$ cat src/design/sfd_pkg.sv
// Serial frame deframer package: phase encoding, item structs and constants.
// No dependencies; used by every other file of the block except sfd_stream_if.
`timescale 1ns / 1ps
`default_nettype none

package sfd_pkg;

    typedef enum logic [3:0] {
        PH_HUNT = 4'd0,
        PH_LEN  = 4'd1,
        PH_ID   = 4'd2,
        PH_ACK  = 4'd3,
        PH_ENC  = 4'd4,
        PH_IDX  = 4'd5,
        PH_DATA = 4'd6,
        PH_CRC  = 4'd7,
        PH_IDLE = 4'd8
    } phase_t;

    localparam logic [7:0] START_MARKER_RESET = 8'h2B;
    // length byte counts the header and CRC overhead beyond the data run
    localparam logic [8:0] LEN_BIAS           = 9'd2;

    typedef struct packed {
        logic [7:0] rx_byte;
        logic       restart;
    } in_item_t;

    typedef struct packed {
        logic [7:0] frame_byte;
        logic [7:0] byte_index;
        logic       frame_end;
    } out_item_t;

    typedef struct packed {
        logic      hit;
        out_item_t item;
    } parse_res_t;

endpackage

`default_nettype wire

$ cat src/design/sfd_out_reg.sv
// Output register: holds one result until the consumer takes it.
// Depends on sfd_pkg.
`timescale 1ns / 1ps
`default_nettype none

module sfd_out_reg (
    input  wire logic             clk,
    input  wire logic             rst_n,
    input  wire logic             load,
    input  wire sfd_pkg::out_item_t load_item,
    output logic                  free,
    output logic                  out_valid,
    output sfd_pkg::out_item_t    out_item,
    input  wire logic             out_ready
);
    import sfd_pkg::*;

    logic      valid_reg, valid_next;
    out_item_t item_reg;

    assign free = !valid_reg || out_ready;

    always_comb
    begin
        valid_next = valid_reg;
        if (load)
            valid_next = 1'b1;
        else if (out_ready)
            valid_next = 1'b0;
    end

    always_ff @(posedge clk or negedge rst_n)
    begin
        if (!rst_n)
            valid_reg <= 1'b0;
        else
            valid_reg <= valid_next;
    end

    always_ff @(posedge clk)
    begin
        if (load)
            item_reg <= load_item;
    end

    assign out_valid = valid_reg;
    assign out_item  = item_reg;

endmodule

`default_nettype wire

$ cat config.mk
export PLATFORM = sky130hd
export DESIGN_NAME = sfd_out_reg
export DESIGN_NICKNAME = d
export VERILOG_FILES = /design/src/design/sfd_pkg.sv /design/src/design/sfd_out_reg.sv
export SDC_FILE = /design/constraint.sdc
export NUM_CORES = 1
export LEC_CHECK = 0
export ABC_AREA = 1
export BUFFER_PORTS_ARGS = -buffer_cell sky130_fd_sc_hd__buf_2
export CAP_MARGIN = 10
export CORE_AREA = 2 2 42 44
export CTS_CLUSTER_DIAMETER = 60
export DETAILED_ROUTE_END_ITERATION = 7
export DIE_AREA = 0 0 44 46
export PLACE_DENSITY = 0.72
export SYNTH_ARGS = -nofsm -noshare
export SYNTH_HDL_FRONTEND = slang
export SYNTH_SLANG_ARGS = --single-unit
export TNS_END_PERCENT = 20
$ cat constraint.sdc
create_clock -name clk -period 0.8 [get_ports clk]
set_input_delay 0.04 -clock clk [delete_from_list [all_inputs] [get_ports clk]]
set_output_delay 0.04 -clock clk [all_outputs]
set_load 0.005 [all_outputs]
==> metrics.md <==
| Metric | Value |
|---|---|
| Fmax | `1110 MHz` |
| TritonCTS clock tree | `built` |
| Worst Hold Class | `input pin to asynchronous set/reset pin` |
| Setup Skew | `0 ps` |
| Max-cap violation count | `0` |
| Slew headroom | `0.741` |
| CP Class | `register to primary output` |
| Synth Net Count | `between 40 and 50` |
| Worst hold margin | `between 50 and 60 ps` |
| Final worst setup slack | `-105 ps` |
| Commonest non-fill, non-tap cells in the layout | `39 x buf_2, 18 x dlygate4sd3_1, 17 x edfxtp_1` |
| WL final | `1340 um` |
| Antenna cells | `0` |
| Total GRT Usage | `0.141` |
| Sequential-to-total area share from yosys stat | `0.964` |
| Starting Density | `0.344` |
| Crit start category | `register` |
| Top-area cell type share of the netlist area | `0.919` |
| Req. time, crit path | `about 760 ps` |
| Core Region | `about 0.0016 mm2` |
| RSZ-0062 raised after global routing | `yes` |
| Root buffer cell | `clkbuf_4` |
| Area of the die | `slightly above 0.002 mm2` |
| Clk slew on worst S/H paths | `~100 ps` |
| Total CTS buffers | `3` |
| I/O pins | `40` |
| FF+latch count, synth | `18` |
| Port buffer count | `39` |
| Final setup viols | `20` |
| Critical R2R Launch | `out_valid` |
| Wire per inst | `~13 um` |
| Area Growth Syn to Fin | `80.6%` |
| First-pass GRT wire length | `approximately 1900 um` |
| Placed cell areas | `between 700 and 800 um2` |
| Pin count of the biggest net entering global routing | `19` |
| Cell count after synthesis | `22` |
| Area occupied by multi-input gates | `about 13 um2` |
| CP max stage delay | `approximately 400 ps` |
| Final Hold Vio Count | `0` |
| Die Wd | `44 um` |
| Pleak | `about 0.45 nW` |
| Fin area | `between 0.001 and 0.0015 mm2` |
| Largest area contributor in the netlist | `edfxtp_1` |
| Synthesized area | `roughly 560 um2` |
| DRC | `0` |
| Yosys cell types | `4` |
| Via count | `around 430` |
| Tmin final | `slightly above 900 ps` |
| Worst IR drop on VDD | `around 1.1 mV` |
| Commonest non-fill, non-tap cell in the layout | `buf_2` |
| Pins over their slew limit | `0` |
| Tightest Pin Transition | `~390 ps` |
| PwrDens | `between 1500 and 2000 mW/mm2` |
| Capture point of the worst reg-to-reg path | `out_valid` |
| Fin nets | `~110` |
| Register Area | `around 540 um2` |
| Outcome | `complete, but fails checks` |
| Synth warn | `0` |
| Failing checks | `negative setup slack` |
| Post-DRT Antenna Nets | `0` |
| Share of layout cells above drive strength 1 | `0.553` |
| CP Cell Sequence | `nand2_2 -> buf_2` |
| Maximum clock insertion buffer count | `2` |
| Initial detailed-routing violation count | `0` |
| Avg Vias per Cell | `4.21` |
| DP HPWL | `696 um` |
| Drt first pass iters | `1` |
| Crit-path max FO | `2` |
| FF-to-FF setup slack | `-20 ps` |
| Syn avg cell area | `between 20 and 30 um2` |
| CP Capture Type | `primary output` |
| Filler cells | `between 100 and 150` |
| Initial antenna violation count | `0` |
| Largest cells by area after synthesis | `edfxtp_1 92%, dfrtp_1 4.5%, nand2_2 2.3%` |
| Die Ht | `46 um` |
| GR Overflow Total | `0` |
| Vias in the first global route | `around 460` |
| Worst EP arrival | `860 ps` |
| Sink Count | `18` |
| Worst skew pair latency | `around 280 ps` |
| H-Tree Depth | `1` |
| CP max-delay cell | `dfrtp_1` |
| Final period utilization | `1.13` |
| Routability cong. | `between 0.6 and 0.7` |
| PnR Total Power | `1.90 mW` |
| Cell Rows | `15` |
| R2R depth | `4` |
[kinds of logic (layout without fill, tap and decap cells)]
logic type,after synthesis,in the layout,synth area share
buffers and inverters,2,65,0.0135
flip-flops,18,18,0.964
AND/OR/NAND/NOR,2,2,0.0225
[cells in the mapped netlist]
cell      number
dfrtp_1        1
edfxtp_1      17
inv_1          2
nand2_2        2
[final cells by class]
type / count / area share
Clock buffer: 4 / 0.0362
Tap cell: 17 / 0.0212
Sequential cell: 18 / 0.534
Multi-Input combinational cell: 2 / 0.0125
Timing Repair Buffer: 59 / 0.389
Inverter: 2 / 0.00748
[worst max-delay path, delay by kind of cell, from the launching register on]
kind | cells | cell delay, ps
flip-flops | 1 | 400
buffers and inverters | 1 | 100
AND/OR/NAND/NOR | 1 | 70
[per-layer routing]
layer | wire (um) | global-route usage | up-vias
met1 | 463 | 0.128 | 188
met2 | 730 | 0.262 | 33
met3 | 141 | 0.0357 | 2
li1 | - | - | 206
met4 | 8 | 0.109 | 0
met5 | 0 | 0 | -
[where the power goes]
part / leakage, nW / switching, mW / internal (mW)
combinational: 0.253 / 0.0869 / 0.149
sequential: 0.177 / 0.0184 / 1.11
clock: 0.0210 / 0.262 / 0.277
[flip-flops by register name, summed over array words and instances (netlist names)]
signal / cells
out_item: 17
out_valid: 1
[through the flow]
| stage | TNS, ps | util | setup WS (ps) | cells |
|---|---|---|---|---|
| global route | -1630 | 0.622 | -157 | 102 |
| detailed placement | 0 | 0.478 | 70.1 | 78 |
| finish | -664 | 0.622 | -105 | 102 |
| global placement | 0 | 0.478 | 98.8 | 78 |
| floorplan | 0 | - | 181 | 22 |
| CTS | -913 | 0.617 | -106 | 101 |
[worst max path at each step]
stage | from | to | slack (ps) | depth (start not counted)
after floorplan | out_valid | out_valid | 180 | 2
after CTS | out_valid | free | -110 | 2
final | out_valid | free | -100 | 2
after detailed placement | load | out_item[7] | 70 | 1
after global routing | out_valid | free | -160 | 2
after global placement | load | out_item[2] | 100 | 1
[what timing repair did]
action	in CTS	in global routing
resized for setup	0	0
pin swaps	1	1
hold buffers	18	0
setup buffers	1	1
hold endpoints to repair	18	0
setup endpoints to repair	19	19
Note: power is estimated with default switching activity, not from simulation.
