## src/design/sfd_pkg.sv

```systemverilog
// Serial frame deframer package: phase encoding, item structs and constants.
// No dependencies; used by every other file of the block except sfd_stream_if.
`timescale 1ns / 1ps
`default_nettype none

package sfd_pkg;

    typedef enum logic [3:0] {
        PH_HUNT = 4'd0,
        PH_LEN  = 4'd1,
        PH_ID   = 4'd2,
        PH_ACK  = 4'd3,
        PH_ENC  = 4'd4,
        PH_IDX  = 4'd5,
        PH_DATA = 4'd6,
        PH_CRC  = 4'd7,
        PH_IDLE = 4'd8
    } phase_t;

    localparam logic [7:0] START_MARKER_RESET = 8'h2B;
    // length byte counts the header and CRC overhead beyond the data run
    localparam logic [8:0] LEN_BIAS           = 9'd2;

    typedef struct packed {
        logic [7:0] rx_byte;
        logic       restart;
    } in_item_t;

    typedef struct packed {
        logic [7:0] frame_byte;
        logic [7:0] byte_index;
        logic       frame_end;
    } out_item_t;

    typedef struct packed {
        logic      hit;
        out_item_t item;
    } parse_res_t;

endpackage

`default_nettype wire

```

## src/design/sfd_parser.sv

```systemverilog
// Frame parser: phase, byte count and length state plus the per-byte decision.
// Depends on sfd_pkg.
`timescale 1ns / 1ps
`default_nettype none

module sfd_parser (
    input  wire logic             clk,
    input  wire logic             rst_n,
    input  wire logic [7:0]       start_marker,
    input  wire sfd_pkg::in_item_t s1_item,
    input  wire logic             adv,
    output sfd_pkg::parse_res_t   res
);
    import sfd_pkg::*;

    phase_t     phase_reg, phase_next, phase_eff;
    logic [7:0] count_reg, count_next, count_eff;
    logic [7:0] len_reg, len_next;
    logic       more_data;

    // restart clears the parser before the byte is looked at
    assign phase_eff = s1_item.restart ? PH_HUNT : phase_reg;
    assign count_eff = s1_item.restart ? 8'd0 : count_reg;

    // byte_count < length - 2, signed, done as an unsigned 9-bit compare
    assign more_data = ({1'b0, count_eff} + LEN_BIAS) < {1'b0, len_reg};

    always_comb
    begin
        phase_next               = phase_eff;
        len_next                 = len_reg;
        res.hit                  = 1'b1;
        res.item.frame_byte      = s1_item.rx_byte;
        res.item.byte_index      = count_eff;
        res.item.frame_end       = 1'b0;
        case (phase_eff)
            PH_HUNT:
            begin
                if (s1_item.rx_byte == start_marker)
                    phase_next = PH_LEN;
                else
                    res.hit = 1'b0;
            end
            PH_LEN:
            begin
                len_next   = s1_item.rx_byte;
                phase_next = PH_ID;
            end
            PH_ID:   phase_next = PH_ACK;
            PH_ACK:  phase_next = PH_ENC;
            PH_ENC:  phase_next = PH_IDX;
            PH_IDX:  phase_next = PH_DATA;
            PH_DATA:
            begin
                if (!more_data)
                    phase_next = PH_CRC;
            end
            PH_CRC:
            begin
                res.item.frame_end = 1'b1;
                phase_next         = PH_IDLE;
            end
            default:
            begin
                res.hit    = 1'b0;
                phase_next = PH_IDLE;
            end
        endcase
        count_next = res.hit ? count_eff + 8'd1 : count_eff;
    end

    always_ff @(posedge clk or negedge rst_n)
    begin
        if (!rst_n)
        begin
            phase_reg <= PH_HUNT;
            count_reg <= 8'd0;
            len_reg   <= 8'd0;
        end
        else if (adv)
        begin
            phase_reg <= phase_next;
            count_reg <= count_next;
            len_reg   <= len_next;
        end
    end

endmodule

`default_nettype wire

```

## config.mk

```make
export PLATFORM = sky130hd
export DESIGN_NAME = sfd_parser
export DESIGN_NICKNAME = d
export VERILOG_FILES = /design/src/design/sfd_pkg.sv /design/src/design/sfd_parser.sv
export SDC_FILE = /design/constraint.sdc
export NUM_CORES = 1
export LEC_CHECK = 0
export ABC_CLOCK_PERIOD_IN_PS = 2500
export BUFFER_PORTS_ARGS = -buffer_cell sky130_fd_sc_hd__buf_2
export CAP_MARGIN = 20
export CORE_MARGIN = 1.5
export CORE_UTILIZATION = 53
export DETAILED_ROUTE_END_ITERATION = 12
export PLACE_DENSITY = 0.79
export SLEW_MARGIN = 5
export SYNTH_ARGS = -nofsm -noshare
export SYNTH_HDL_FRONTEND = slang
export SYNTH_SLANG_ARGS = --single-unit
```

## constraint.sdc

```tcl
create_clock -name clk -period 2.5 [get_ports clk]
set_input_delay 0.625 -clock clk [delete_from_list [all_inputs] [get_ports clk]]
set_output_delay 0.625 -clock clk [all_outputs]
set_load 0.01 [all_outputs]
```

==> report_table.html <==
<table>
<tr><th>Metric</th><th>Value</th></tr>
<tr><th colspan="2">STA</th></tr>
<tr><td>Unrepaired setup endpoints after global routing</td><td>no</td></tr>
<tr><td>Total count of hold-check failures in the final report</td><td>0</td></tr>
<tr><td>Total of endpoints with negative setup slack in the final report</td><td>0</td></tr>
<tr><td>Worst hold slack</td><td>0.253 ns</td></tr>
<tr><td>Final slew viol count</td><td>0</td></tr>
<tr><td>Minimum clock period after layout</td><td>2.33 ns</td></tr>
<tr><td>Slew headroom</td><td>0.690</td></tr>
<tr><td>Final clock period utilization by the worst path</td><td>0.932</td></tr>
<tr><td>Maximum frequency from static timing analysis</td><td>429 MHz</td></tr>
<tr><td>Tightest Pin Transition</td><td>0.465 ns</td></tr>
<tr><td>Setup clock skew after layout</td><td>0.00146 ns</td></tr>
<tr><th colspan="2">CTS</th></tr>
<tr><td>CTS Buffer Depth</td><td>2</td></tr>
<tr><td>Hold buffer count at CTS</td><td>0</td></tr>
<tr><td>Setup Buffers After CTS</td><td>0</td></tr>
<tr><td>CTS tree</td><td>built</td></tr>
<tr><td>Worst-skew pair later-pin latency</td><td>0.30 ns</td></tr>
<tr><td>Number of clock sinks seen by CTS</td><td>20</td></tr>
<tr><td>Num CTS Buffers</td><td>3</td></tr>
<tr><td>Register clock-pin slew on the reported worst setup and hold paths</td><td>0.12 ns</td></tr>
<tr><td>Clock tree root buffer cell</td><td>sky130_fd_sc_hd__clkbuf_4</td></tr>
<tr><td>H-Tree Level Count</td><td>1</td></tr>
<tr><th colspan="2">Critical path</th></tr>
<tr><td>Type of the setup path with the least slack</td><td>flip-flop to flip-flop</td></tr>
<tr><td>Logic depth of the worst register-to-register path</td><td>10</td></tr>
<tr><td>Maximum cell stage delay along the critical path</td><td>0.47 ns</td></tr>
<tr><td>Worst endpoint required time</td><td>2.69 ns</td></tr>
<tr><td>Largest fanout on the critical path</td><td>7</td></tr>
<tr><td>Gate family responsible for the most delay along the worst path</td><td>compound AO/OA/AOI/OAI gates</td></tr>
<tr><td>R2r endpoint</td><td>phase_reg[0]</td></tr>
<tr><td>Arrival time of data at the critical path endpoint</td><td>2.52 ns</td></tr>
<tr><td>R2r setup slk</td><td>0.17 ns</td></tr>
<tr><td>Worst setup EP type</td><td>flip-flop</td></tr>
<tr><td>Critical path's slowest cell</td><td>sky130_fd_sc_hd__dfrtp_1</td></tr>
<tr><td>Startpoint of the lowest-slack register-to-register path</td><td>count_reg[2]</td></tr>
<tr><td>Critical Path, Cell by Cell</td><td>nor2b_4 &gt; ha_4 &gt; nand3_2 &gt; nor2_2 &gt; xor2_1 &gt; ha_1 &gt; a211oi_1 &gt; o21ai_0 &gt; a41oi_2 &gt; o21ai_1</td></tr>
<tr><td>Crit path buf inv count</td><td>0</td></tr>
<tr><td>Critical path startpoint category</td><td>flip-flop</td></tr>
<tr><th colspan="2">Die</th></tr>
<tr><td>Die Wd</td><td>57.6 um</td></tr>
<tr><td>Number of top-level design ports</td><td>38</td></tr>
<tr><td>Number of placement rows</td><td>19</td></tr>
<tr><td>Initial core utilization</td><td>0.564</td></tr>
<tr><td>Die Area</td><td>3320 sq um</td></tr>
<tr><td>Die Span Y</td><td>57.6 um</td></tr>
<tr><td>CORE AREA</td><td>2810 sq um</td></tr>
<tr><th colspan="2">Route</th></tr>
<tr><td>1st-iter DRT viols</td><td>89</td></tr>
<tr><td>First-pass iteration count of the detailed router</td><td>8</td></tr>
<tr><td>Routed wire length per instance</td><td>16.2 um</td></tr>
<tr><td>Total wirelength of the detailed-routed design</td><td>3900 um</td></tr>
<tr><td>Total via count after detailed routing</td><td>1412</td></tr>
<tr><td>Post-detailed-route via-to-cell ratio</td><td>5.86</td></tr>
<tr><td>Number of remaining DRC errors</td><td>4</td></tr>
<tr><td>Final ANT Viol Nets</td><td>0</td></tr>
<tr><th colspan="2">Yosys</th></tr>
<tr><td>Yosys Warn Count</td><td>0</td></tr>
<tr><td>Unique masters post-synth</td><td>45</td></tr>
<tr><td>Top-area cell type share of the netlist area</td><td>0.316</td></tr>
<tr><td>Area of the mapped netlist</td><td>1580 sq um</td></tr>
<tr><td>Mapped Cells</td><td>173</td></tr>
<tr><td>Synthesized netlist net count</td><td>202</td></tr>
<tr><td>Share of flip-flops with an asynchronous set or reset after synthesis</td><td>1.00</td></tr>
<tr><td>Top area cells in the synthesized netlist</td><td>sky130_fd_sc_hd__dfrtp_1, sky130_fd_sc_hd__mux2_4, sky130_fd_sc_hd__ha_1</td></tr>
<tr><td>Synthesized area per cell</td><td>9.15 sq um</td></tr>
<tr><td>Sequential area share after synthesis</td><td>0.316</td></tr>
<tr><td>Number of enable flip-flop cells after synthesis</td><td>0</td></tr>
<tr><td>Main flop type after synthesis</td><td>sky130_fd_sc_hd__dfrtp_1</td></tr>
<tr><td>Post-synth top area cell</td><td>sky130_fd_sc_hd__dfrtp_1</td></tr>
<tr><td>Flip-flop and latch count after synthesis</td><td>20</td></tr>
<tr><th colspan="2">Global routing</th></tr>
<tr><td>Total global routing overflow</td><td>0</td></tr>
<tr><td>Global-route wire length before repair</td><td>6760 um</td></tr>
<tr><td>Busiest grt layer</td><td>met2</td></tr>
<tr><td>Met1 Track Usage GR</td><td>0.321</td></tr>
<tr><td>Antenna violations before repair</td><td>0</td></tr>
<tr><td>GR Layer Usage met3</td><td>0.0290</td></tr>
<tr><td>Number of global-route vias before repair</td><td>1499</td></tr>
<tr><td>Total global-route track usage</td><td>0.262</td></tr>
<tr><td>Largest net degree at the start of global routing</td><td>21</td></tr>
<tr><td>M2 GR Usage</td><td>0.474</td></tr>
<tr><th colspan="2">Place</th></tr>
<tr><td>Total of buffers placed on input and output ports</td><td>37</td></tr>
<tr><td>Sum of net half-perimeters after detailed placement</td><td>3070 um</td></tr>
<tr><td>Final Wtd Congestion</td><td>0.867</td></tr>
<tr><th colspan="2">Power</th></tr>
<tr><td>IR drop worst, VDD</td><td>0.000180 V</td></tr>
<tr><td>Switching power total</td><td>181 uW</td></tr>
<tr><td>Share of power burned in registers</td><td>0.511</td></tr>
<tr><td>Static Leak</td><td>0.000933 uW</td></tr>
<tr><td>Combinational cell fraction of total power</td><td>0.195</td></tr>
<tr><td>Proportion of total power due to net switching</td><td>0.274</td></tr>
<tr><td>Power Internal</td><td>480 uW</td></tr>
<tr><td>Clock network fraction of design power</td><td>0.294</td></tr>
<tr><td>Total power divided by cell area</td><td>353 nW/um^2</td></tr>
<tr><th colspan="2">Cells and area</th></tr>
<tr><td>Core Util, Final</td><td>0.667</td></tr>
<tr><td>Filler cell count</td><td>234</td></tr>
<tr><td>Most common cell after layout, fill and taps aside</td><td>sky130_fd_sc_hd__buf_2</td></tr>
<tr><td>Syn-to-layout area delta</td><td>18.2%</td></tr>
<tr><td>Share of cells above drive strength 1</td><td>0.352</td></tr>
<tr><td>Antenna fix cells</td><td>0</td></tr>
<tr><td>Highest-count cells in the layout ignoring fill and taps</td><td>sky130_fd_sc_hd__buf_2, sky130_fd_sc_hd__dfrtp_1, sky130_fd_sc_hd__nand2_1</td></tr>
<tr><td>Net count, final</td><td>240</td></tr>
<tr><th colspan="2">Status</th></tr>
<tr><td>Run status</td><td>finished with violations</td></tr>
<tr><td>Failing checks</td><td>DRC</td></tr>
<tr><th colspan="2">Flow run</th></tr>
<tr><td>Max-cap check violation count</td><td>0</td></tr>
<tr><th colspan="2">Worst hold path</th></tr>
<tr><td>Path type of the worst min-delay path</td><td>primary input to asynchronous set/reset pin</td></tr>
</table>
-- synth_stat cells (6+ instances only) --
library cell / instances
sky130_fd_sc_hd__mux2_4: 8
sky130_fd_sc_hd__inv_1: 11
sky130_fd_sc_hd__dfrtp_1: 20
sky130_fd_sc_hd__nor2b_1: 8
sky130_fd_sc_hd__nand2_1: 15
sky130_fd_sc_hd__buf_4: 8
sky130_fd_sc_hd__nand4_1: 6
sky130_fd_sc_hd__ha_1: 9
sky130_fd_sc_hd__xnor2_1: 12
sky130_fd_sc_hd__o21ai_0: 6
sky130_fd_sc_hd__nor2_1: 6
sky130_fd_sc_hd__a21oi_1: 8
-- stage by stage --
| stage | power (uW) | TNS (ns) | area (sq um) | std cells | worst slack, ns |
|---|---|---|---|---|---|
| floorplan | 426 | 0 | 1640 | 173 | 0.000834 |
| CTS | 665 | 0 | 1870 | 241 | 0.148 |
| finish | 661 | 0 | 1870 | 241 | 0.169 |
| global route | 694 | 0 | 1870 | 241 | 0.0623 |
| detailed placement | 471 | -0.176 | 1830 | 237 | -0.176 |
| global placement | 464 | -0.0459 | 1830 | 237 | -0.0459 |
-- cells by family after synthesis --
| group | after synthesis | share of synthesized area |
|---|---|---|
| xor+xnor | 17 | 0.0941 |
| buf+inv | 30 | 0.105 |
| simple gates | 55 | 0.187 |
| flops | 20 | 0.316 |
| mux | 9 | 0.0830 |
| fa+ha+maj | 9 | 0.0711 |
| compound gates | 33 | 0.143 |
-- per-layer routing --
| layer | wire (um) | vias to the layer above |
|---|---|---|
| li1 | - | 675 |
| met1 | 1640 | 690 |
| met3 | 189 | 2 |
| met2 | 2050 | 45 |
| met5 | 0 | - |
| met4 | 17 | 0 |
-- worst max-delay path by stage --
stage	start	end	cells after the start
global route	count_reg[2]	phase_reg[0]	10
finish	count_reg[2]	phase_reg[0]	10
CTS	s1_item[0]	phase_reg[0]	10
global placement	s1_item[0]	phase_reg[0]	10
floorplan	s1_item[0]	phase_reg[0]	10
detailed placement	s1_item[0]	phase_reg[0]	10
-- area by class of cell --
type                    instances  area, sq um  share of cell area
multi-input cells             123          961               0.514
flip-flops and latches         20          500               0.268
well taps                      31         38.8              0.0207
inverters                      13         51.3              0.0274
clock buffers                   4         36.3              0.0194
repair buffers                 50          283               0.151
-- power groups by stage --
stage / combinational, uW / clock (uW) / sequential (uW)
floorplan: 84.7 / 0 / 341
global placement: 121 / 0 / 344
detailed placement: 127 / 0 / 344
CTS: 128 / 199 / 338
global route: 142 / 213 / 339
finish: 129 / 194 / 338
-- repair_timing --
item / 4_1_cts / 5_1_grt
endpoints found under the setup margin: 0 / 1
endpoints found under the hold margin: 0 / 0
resized for setup: 0 / 1
No activity file was read; power rests on OpenSTA's default activity.
