## src/design/sfd_pkg.sv

```systemverilog
// Serial frame deframer package: phase encoding, item structs and constants.
// No dependencies; used by every other file of the block except sfd_stream_if.
`timescale 1ns / 1ps
`default_nettype none

package sfd_pkg;

    typedef enum logic [3:0] {
        PH_HUNT = 4'd0,
        PH_LEN  = 4'd1,
        PH_ID   = 4'd2,
        PH_ACK  = 4'd3,
        PH_ENC  = 4'd4,
        PH_IDX  = 4'd5,
        PH_DATA = 4'd6,
        PH_CRC  = 4'd7,
        PH_IDLE = 4'd8
    } phase_t;

    localparam logic [7:0] START_MARKER_RESET = 8'h2B;
    // length byte counts the header and CRC overhead beyond the data run
    localparam logic [8:0] LEN_BIAS           = 9'd2;

    typedef struct packed {
        logic [7:0] rx_byte;
        logic       restart;
    } in_item_t;

    typedef struct packed {
        logic [7:0] frame_byte;
        logic [7:0] byte_index;
        logic       frame_end;
    } out_item_t;

    typedef struct packed {
        logic      hit;
        out_item_t item;
    } parse_res_t;

endpackage

`default_nettype wire

```

## src/design/sfd_in_reg.sv

```systemverilog
// Input register stage: holds one accepted byte until the parser consumes it.
// Depends on sfd_pkg.
`timescale 1ns / 1ps
`default_nettype none

module sfd_in_reg (
    input  wire logic             clk,
    input  wire logic             rst_n,
    input  wire logic             in_valid,
    input  wire sfd_pkg::in_item_t in_item,
    output logic                  in_ready,
    input  wire logic             adv,
    output logic                  s1_valid,
    output sfd_pkg::in_item_t     s1_item
);
    import sfd_pkg::*;

    logic     valid_reg, valid_next;
    in_item_t item_reg;
    logic     load;

    assign in_ready = !valid_reg || adv;
    assign load     = in_valid && in_ready;

    always_comb
    begin
        valid_next = valid_reg;
        if (load)
            valid_next = 1'b1;
        else if (adv)
            valid_next = 1'b0;
    end

    always_ff @(posedge clk or negedge rst_n)
    begin
        if (!rst_n)
            valid_reg <= 1'b0;
        else
            valid_reg <= valid_next;
    end

    always_ff @(posedge clk)
    begin
        if (load)
            item_reg <= in_item;
    end

    assign s1_valid = valid_reg;
    assign s1_item  = item_reg;

endmodule

`default_nettype wire

```

## config.mk

```make
export PLATFORM = sky130hd
export DESIGN_NAME = sfd_in_reg
export DESIGN_NICKNAME = d
export VERILOG_FILES = /design/src/design/sfd_pkg.sv /design/src/design/sfd_in_reg.sv
export SDC_FILE = /design/constraint.sdc
export NUM_CORES = 1
export LEC_CHECK = 0
export BUFFER_PORTS_ARGS = -buffer_cell sky130_fd_sc_hd__buf_2
export CAP_MARGIN = 0
export CORE_AREA = 5 5 42 44
export CTS_BUF_LIST = sky130_fd_sc_hd__clkbuf_4 sky130_fd_sc_hd__clkbuf_8
export DETAILED_ROUTE_END_ITERATION = 6
export DIE_AREA = 0 0 47 49
export HOLD_SLACK_MARGIN = 0.05
export SLEW_MARGIN = 20
export SYNTH_ARGS = -nofsm -noshare
export SYNTH_HDL_FRONTEND = slang
export SYNTH_SLANG_ARGS = --single-unit
```

## constraint.sdc

```tcl
create_clock -name clk -period 1.72 [get_ports clk]
set_input_delay 0.344 -clock clk [delete_from_list [all_inputs] [get_ports clk]]
set_output_delay 0.344 -clock clk [all_outputs]
set_load 0.02 [all_outputs]
```

==> impl_results.md, run 1 <==
* Outcome: complete, no violations
* Total CTS buffers at 3
* Setup Buffers After CTS at 0
* Lkg Pwr at 0.224 nW
* RSZ-0062 raised after global routing: no
* Largest stage delay, worst path at 0.41 ns
* DRC viols at 0
* Clk Latency, worst-skew pair at 0.26 ns
* Largest net degree at the start of global routing at 10
* Die Span Y at 49 um
* Slew margin rel. at 91.0%
* First-pass GRT wire length at 1010 um
* Area contributors post-synth: edfxtp_1 (83%), dfrtp_1 (7.7%), nand2b_4 (4.2%), and2_4 (2.7%), nand2b_1 (1.9%)
* Setup ws final at 0.460 ns
* I/O pins at 24
* DRT Pass-1 Iters at 2
* Crit Path Class: register to primary output
* CP top delay family: flip-flops
* Clock sinks at 10
* Critical Path Source Type: register
* Post-synthesis register bit count at 10
* Remaining antenna violation count at 0
* Initial antenna violation count at 0
* Gr ovfl total at 0
* Fmax at 794 MHz
* Worst vdd ir at 0.277 mV
* Vias in the first global route at 230
* Yosys warning count at 0
* CP endpoint kind: primary output
* # nets final at 55
* Die W at 47 um
* Rows at 14
* CP startpoint: s1_valid
* Die area at 2300 um^2
* Detailed-route via count at 218
* Area leader, netlist: edfxtp_1
* Syn Inst Count at 13
* Maxcap violations at 0
* Clk slew on worst S/H paths at 0.06 ns
* CTS Buffer Depth at 2
* Syn_area_per_cell at 24.9 um^2
* HP Class: input pin to register
* Crit-path slowest cell: dfrtp_1
* Total negative slack at 0 ns
* Diodes inserted at 0
* Netlist cell types at 5
* All-Layer GR Usage at 6.65%
* DRT iter0 DRCs at 3
* Max-slew violations at 0
* Final hold violation count at 0
* Drt via density at 3.82
* Mapped Nets at 26
* Critical path buffer and inverter count at 1
* Placed Instances at 52
* Final Cycle Share at 73.2%
* Worst hold start: in_item[8]
* Post_cts resized at 0
* Worst Path Arrival at 0.92 ns
* Initial core utilization at 23.1%
* Crit path required time at 1.38 ns
* Crit-path max FO at 3
* Most common cell after layout, fill and taps aside: buf_2
* Place WS at 0.652 ns
* Core area at 1400 um^2
* Clock skew at 0.00225 ns
* Final WL at 682 um
* Fin cells at 57
* Layout cells sized above 1 at 70.7%
* Synth top area share at 83.4%
* Root Buffer: clkbuf_4
* CTS tree: done
* Area Overhead vs Synth at 54.1%
* Reg-to-reg startpoint: s1_valid
* Worst-margin pin slew at 0.135 ns
* Critical-path cell list: nand2b_4, buf_2
* Commonest cells after routing, fill and taps aside: buf_2 (23), edfxtp_1 (9), clkbuf_4 (4)
* Fill cell count at 155
* Min Tclk post-route at 1.26 ns
* Wire per inst at 12.0 um
* Seq/Total Area, Yosys at 91.1%
* Port bufs at 23
* Final setup violation count at 0
* H-tree depth at 1
* Hold buffers post-CTS at 1
* Post-synthesis cell area at 324 um^2
* Placer Congestion at 0.620
* Hold Slack at 0.256 ns
* P per Cell Area at 1050 nW/um^2
-- power breakdown --
group	switching, mW	leakage, nW	internal (mW)
combinational	0.0345	0.110	0.0253
clock	0.0763	0.0184	0.105
sequential	0.00374	0.0965	0.281
-- worst paths after layout --
check                      cells past startpoint  slack (ns)          to
max reg2reg                                    2        0.72  s1_item[3]
min in group asynchronous                      2        0.37    s1_valid
min                                            1        0.26  s1_item[8]
max in group asynchronous                      2        1.27    s1_valid
min reg2reg                                    2        0.57    s1_valid
max                                            2        0.46    in_ready
-- cell usage after synthesis --
cell	instances
edfxtp_1	9
and2_4	1
dfrtp_1	1
nand2b_1	1
nand2b_4	1
-- through the flow --
stage / cell area (um^2) / total power, mW / util (%)
final: 499 / 0.526 / 35.6
after global routing: 499 / 0.557 / 35.6
after CTS: 499 / 0.539 / 35.6
after detailed placement: 459 / 0.349 / 32.8
after global placement: 459 / 0.348 / 32.8
after floorplan: 324 / 0.320 / -
-- sequential cells by signal (all words and copies together), names as in the netlist --
| register | count |
|---|---|
| s1_valid | 1 |
| s1_item | 9 |
-- logic make-up after synthesis --
group / synth area share, %
DFF: 91.1
and+or+nand+nor: 8.88
-- cell type report --
class | count | area [um^2] | share of cell area, %
multi-input cells | 3 | 28.8 | 5.76
clock buffers | 4 | 30.0 | 6.02
flip-flops and latches | 10 | 295 | 59.1
well taps | 16 | 20.0 | 4.01
repair buffers | 24 | 125 | 25.1
-- metal layers --
metal / wire [um] / GRT usage (%) / up-vias
li1: - / - / 104
met4: 0 / 5.53 / 0
met1: 248 / 7.14 / 91
met3: 182 / 6.27 / 0
met5: 0 / 0 / -
met2: 250 / 7.47 / 23
No activity file was read; power rests on OpenSTA's default activity.
==> run 2: changes to the inputs <==
--- a/config.mk
+++ b/config.mk
@@ -5,6 +5,7 @@
 export SDC_FILE = /design/constraint.sdc
 export NUM_CORES = 1
 export LEC_CHECK = 0
+export ABC_AREA = 1
 export BUFFER_PORTS_ARGS = -buffer_cell sky130_fd_sc_hd__buf_2
 export CAP_MARGIN = 0
 export CORE_AREA = 5 5 42 44
==> constraint.sdc (replaced) <==
create_clock -name clk -period 1.28 [get_ports clk]
set_input_delay 0.256 -clock clk [delete_from_list [all_inputs] [get_ports clk]]
set_output_delay 0.256 -clock clk [all_outputs]
set_load 0.02 [all_outputs]
==> run 2 against run 1 <==
Core utilization fell by 0.63 points. Routed wire length fell by 12%. Register-to-register slack got worse by 0.61 ns. Synthesized cell count rose by 15%. Combinational power rose by 28%. Final cell count rose by 3.5%. Critical path depth fell by 1. Largest power group unchanged.
==> impl_results.md, run 2 <==
* Remaining antenna violation count at 0 (unchanged)
* Syn Inst Count at 15 (+2)
* Critical path buffer and inverter count at 0 (-1)
* Detailed-route via count at 210 (-3.7%)
* Mapped Nets at 28 (+7.7%)
* Largest net degree at the start of global routing at 10 (unchanged)
* CP top delay family: compound AO/OA/AOI/OAI gates
* Worst-margin pin slew at 0.471 ns (+0.336 ns)
* Clock sinks at 10 (unchanged)
* Syn_area_per_cell at 21.0 um^2 (-16%)
* Max FFs per register at 9 (unchanged)
* Die Span Y at 49 um (unchanged)
* Commonest cells after routing, fill and taps aside: buf_2 (23), edfxtp_1 (9), clkbuf_4 (3), inv_1 (2), nand2_1 (2)
* CTS Buffer Depth at 2 (unchanged)
* Netlist cell types at 5 (unchanged)
* Gr ovfl total at 0 (unchanged)
* EDFF count, synth at 9 (unchanged)
* Finished Cell Area at 490 um^2 (-1.8%)
* Reg-to-reg startpoint: s1_valid
* Root Buffer: clkbuf_4
* Die area at 2300 um^2 (unchanged)
* Crit Path Class: register to register
* Layout cells sized above 1 at 62.8% (-7.9 points)
* Post-DP Area at 454 um^2 (-1.1%)
* Largest stage delay, worst path at 0.41 ns (about the same)
* Port bufs at 23 (unchanged)
* Seq/Total Area, Yosys at 93.7% (+2.5 points)
* Final hold violation count at 0 (unchanged)
* RSZ-0062 raised after global routing: no
* Area Overhead vs Synth at 55.6%
* Crit path required time at 1.18 ns (-0.20 ns)
* Total CTS buffers at 3 (unchanged)
* Clk Latency, worst-skew pair at 0.26 ns (about the same)
* Worst path depth at 1 (-1)
* Final Cycle Share at 91.1%
* Area leader, netlist: edfxtp_1
* Wire per inst at 10.1 um (-15%)
* Initial antenna violation count at 0 (unchanged)
* Critical-path cell list: a21oi_2
* Outcome: complete, no violations
* HP Class: input pin to register
* Most common cell after layout, fill and taps aside: buf_2
* P per Cell Area at 1360 nW/um^2 (+29%)
* Worst reg-to-reg setup slack at 0.11 ns (-0.61 ns)
* Fill cell count at 155 (unchanged)
* DRC viols at 0 (unchanged)
* Diodes inserted at 0 (unchanged)
* CTS tree: done
* Critical Path Source Type: register
* Fmax at 858 MHz
* Post-synthesis cell area at 315 um^2 (-2.7%)
* Area contributors post-synth: edfxtp_1 (86%), dfrtp_1 (7.9%), inv_1 (2.4%), nand2_1 (2.4%), a21oi_1 (1.6%)
* Top-count cell post-synth: edfxtp_1
* Reg-to-Reg End: s1_item[2]
* DP Wirelength at 493 um
* # nets final at 57 (+3.6%)
* FFs w/ async S/R, synth at 10.0% (unchanged)
* Vias in the first global route at 202 (-12%)
* I/O pins at 24 (unchanged)
* Min Tclk post-route at 1.17 ns
* Crit path capture: s1_item[2]
* Setup Buffers After CTS at 0 (unchanged)
* Crit-path max FO at 9 (+6)
* Clk slew on worst S/H paths at 0.06 ns (about the same)
* Initial core utilization at 22.5% (-0.63 points)
* Drt via density at 3.56 (-6.9%)
* Placer Congestion at 0.639 (+3.0%)
* Post-synthesis register bit count at 10 (unchanged)
* Synth top cells by count: edfxtp_1 (9), inv_1 (2), nand2_1 (2)
* Post_cts resized at 0 (unchanged)
* Final WL at 597 um (-12%)
* Top FF cell, synth: edfxtp_1
* Worst r2r path cells at 1 (-1)
* Worst vdd ir at 0.599 mV (+120%)
* Core area at 1400 um^2 (unchanged)
* CP startpoint: s1_valid
* Synth top area share at 85.7% (+2.3 points)
* Yosys warning count at 0 (unchanged)
* Max-slew violations at 0 (unchanged)
* DRT Pass-1 Iters at 2 (unchanged)
* Rows at 14 (unchanged)
* Slew margin rel. at 68.6% (-22 points)
* H-tree depth at 1 (unchanged)
* Die W at 47 um (unchanged)
* Lkg Pwr at 0.223 nW (-0.47%)
* All-Layer GR Usage at 5.44% (-1.2 points)
* CP endpoint kind: register
* DRT iter0 DRCs at 2 (-1)
* First-pass GRT wire length at 779 um (-23%)
* Final setup violation count at 0 (unchanged)
* Worst Path Arrival at 1.06 ns (+0.14 ns)
* Total negative slack at 0 ns (unchanged)
* Maxcap violations at 0 (unchanged)
* Clock skew at 0.00692 ns (+0.00467 ns)
* Hold buffers post-CTS at 1 (unchanged)
* Crit-path slowest cell: a21oi_2
==> run 2: changes by cell type in the layout (fill, tap and decap cells not counted), sizes merged <==
cell / change
a21oi: +1
nand2: +2
and2: -1
clkinv: +1
inv: +2
clkbuf: -1
nand2b: -2
==> run 2: through the flow <==
step	util, %	std cells	power, mW	hold slack, ns	setup WS (ns)
floorplan	-	15	0.427	-0.0396	0.108
global placement	32.4	54	0.465	0.0312	0.144
detailed placement	32.4	54	0.465	0.0330	0.112
CTS	35.0	59	0.676	0.164	0.104
global route	35.0	59	0.697	0.156	0.0665
finish	35.0	59	0.668	0.170	0.114
==> run 2: report_power, final <==
| part | leakage (nW) | internal, mW | switching [mW] |
|---|---|---|---|
| sequential | 0.0965 | 0.378 | 0.00489 |
| combinational | 0.112 | 0.0297 | 0.0467 |
| clock | 0.0154 | 0.112 | 0.0970 |
| total | 0.223 | 0.519 | 0.149 |
==> run 2: worst min path at each step <==
stage          cells past startpoint    endpoint        from
2_1_floorplan                      0    s1_valid       rst_n
3_5_place_dp                       1    s1_valid       rst_n
5_1_grt                            1  s1_item[8]  in_item[8]
6_report                           1  s1_item[8]  in_item[8]
3_3_place_gp                       1    s1_valid       rst_n
4_1_cts                            1  s1_item[8]  in_item[8]
==> run 2: logic make-up after synthesis <==
group                  share of synthesized area (%)
buffers and inverters                           2.38
AOI/OAI and AO/OA                               1.59
and+or+nand+nor                                 2.38
DFF                                             93.6
==> run 2: final cells by class <==
| type | instances | area [um^2] | area share, % |
|---|---|---|---|
| sequential | 10 | 295 | 60.2 |
| timing repair buffer | 24 | 125 | 25.5 |
| clock buffer | 3 | 22.5 | 4.59 |
| tap | 16 | 20.0 | 4.08 |
| multi-input combinational | 3 | 16.3 | 3.32 |
| inverter | 2 | 7.51 | 1.53 |
| clock inverter | 1 | 3.75 | 0.765 |
==> run 2: metal layers <==
metal  share of wire [%]  routed length, um  track usage [%]
met5                   0                  0                0
met4                 1.7                 10             5.53
met3                  21                127             3.69
met2                  38                228             5.88
met1                  39                231             6.48
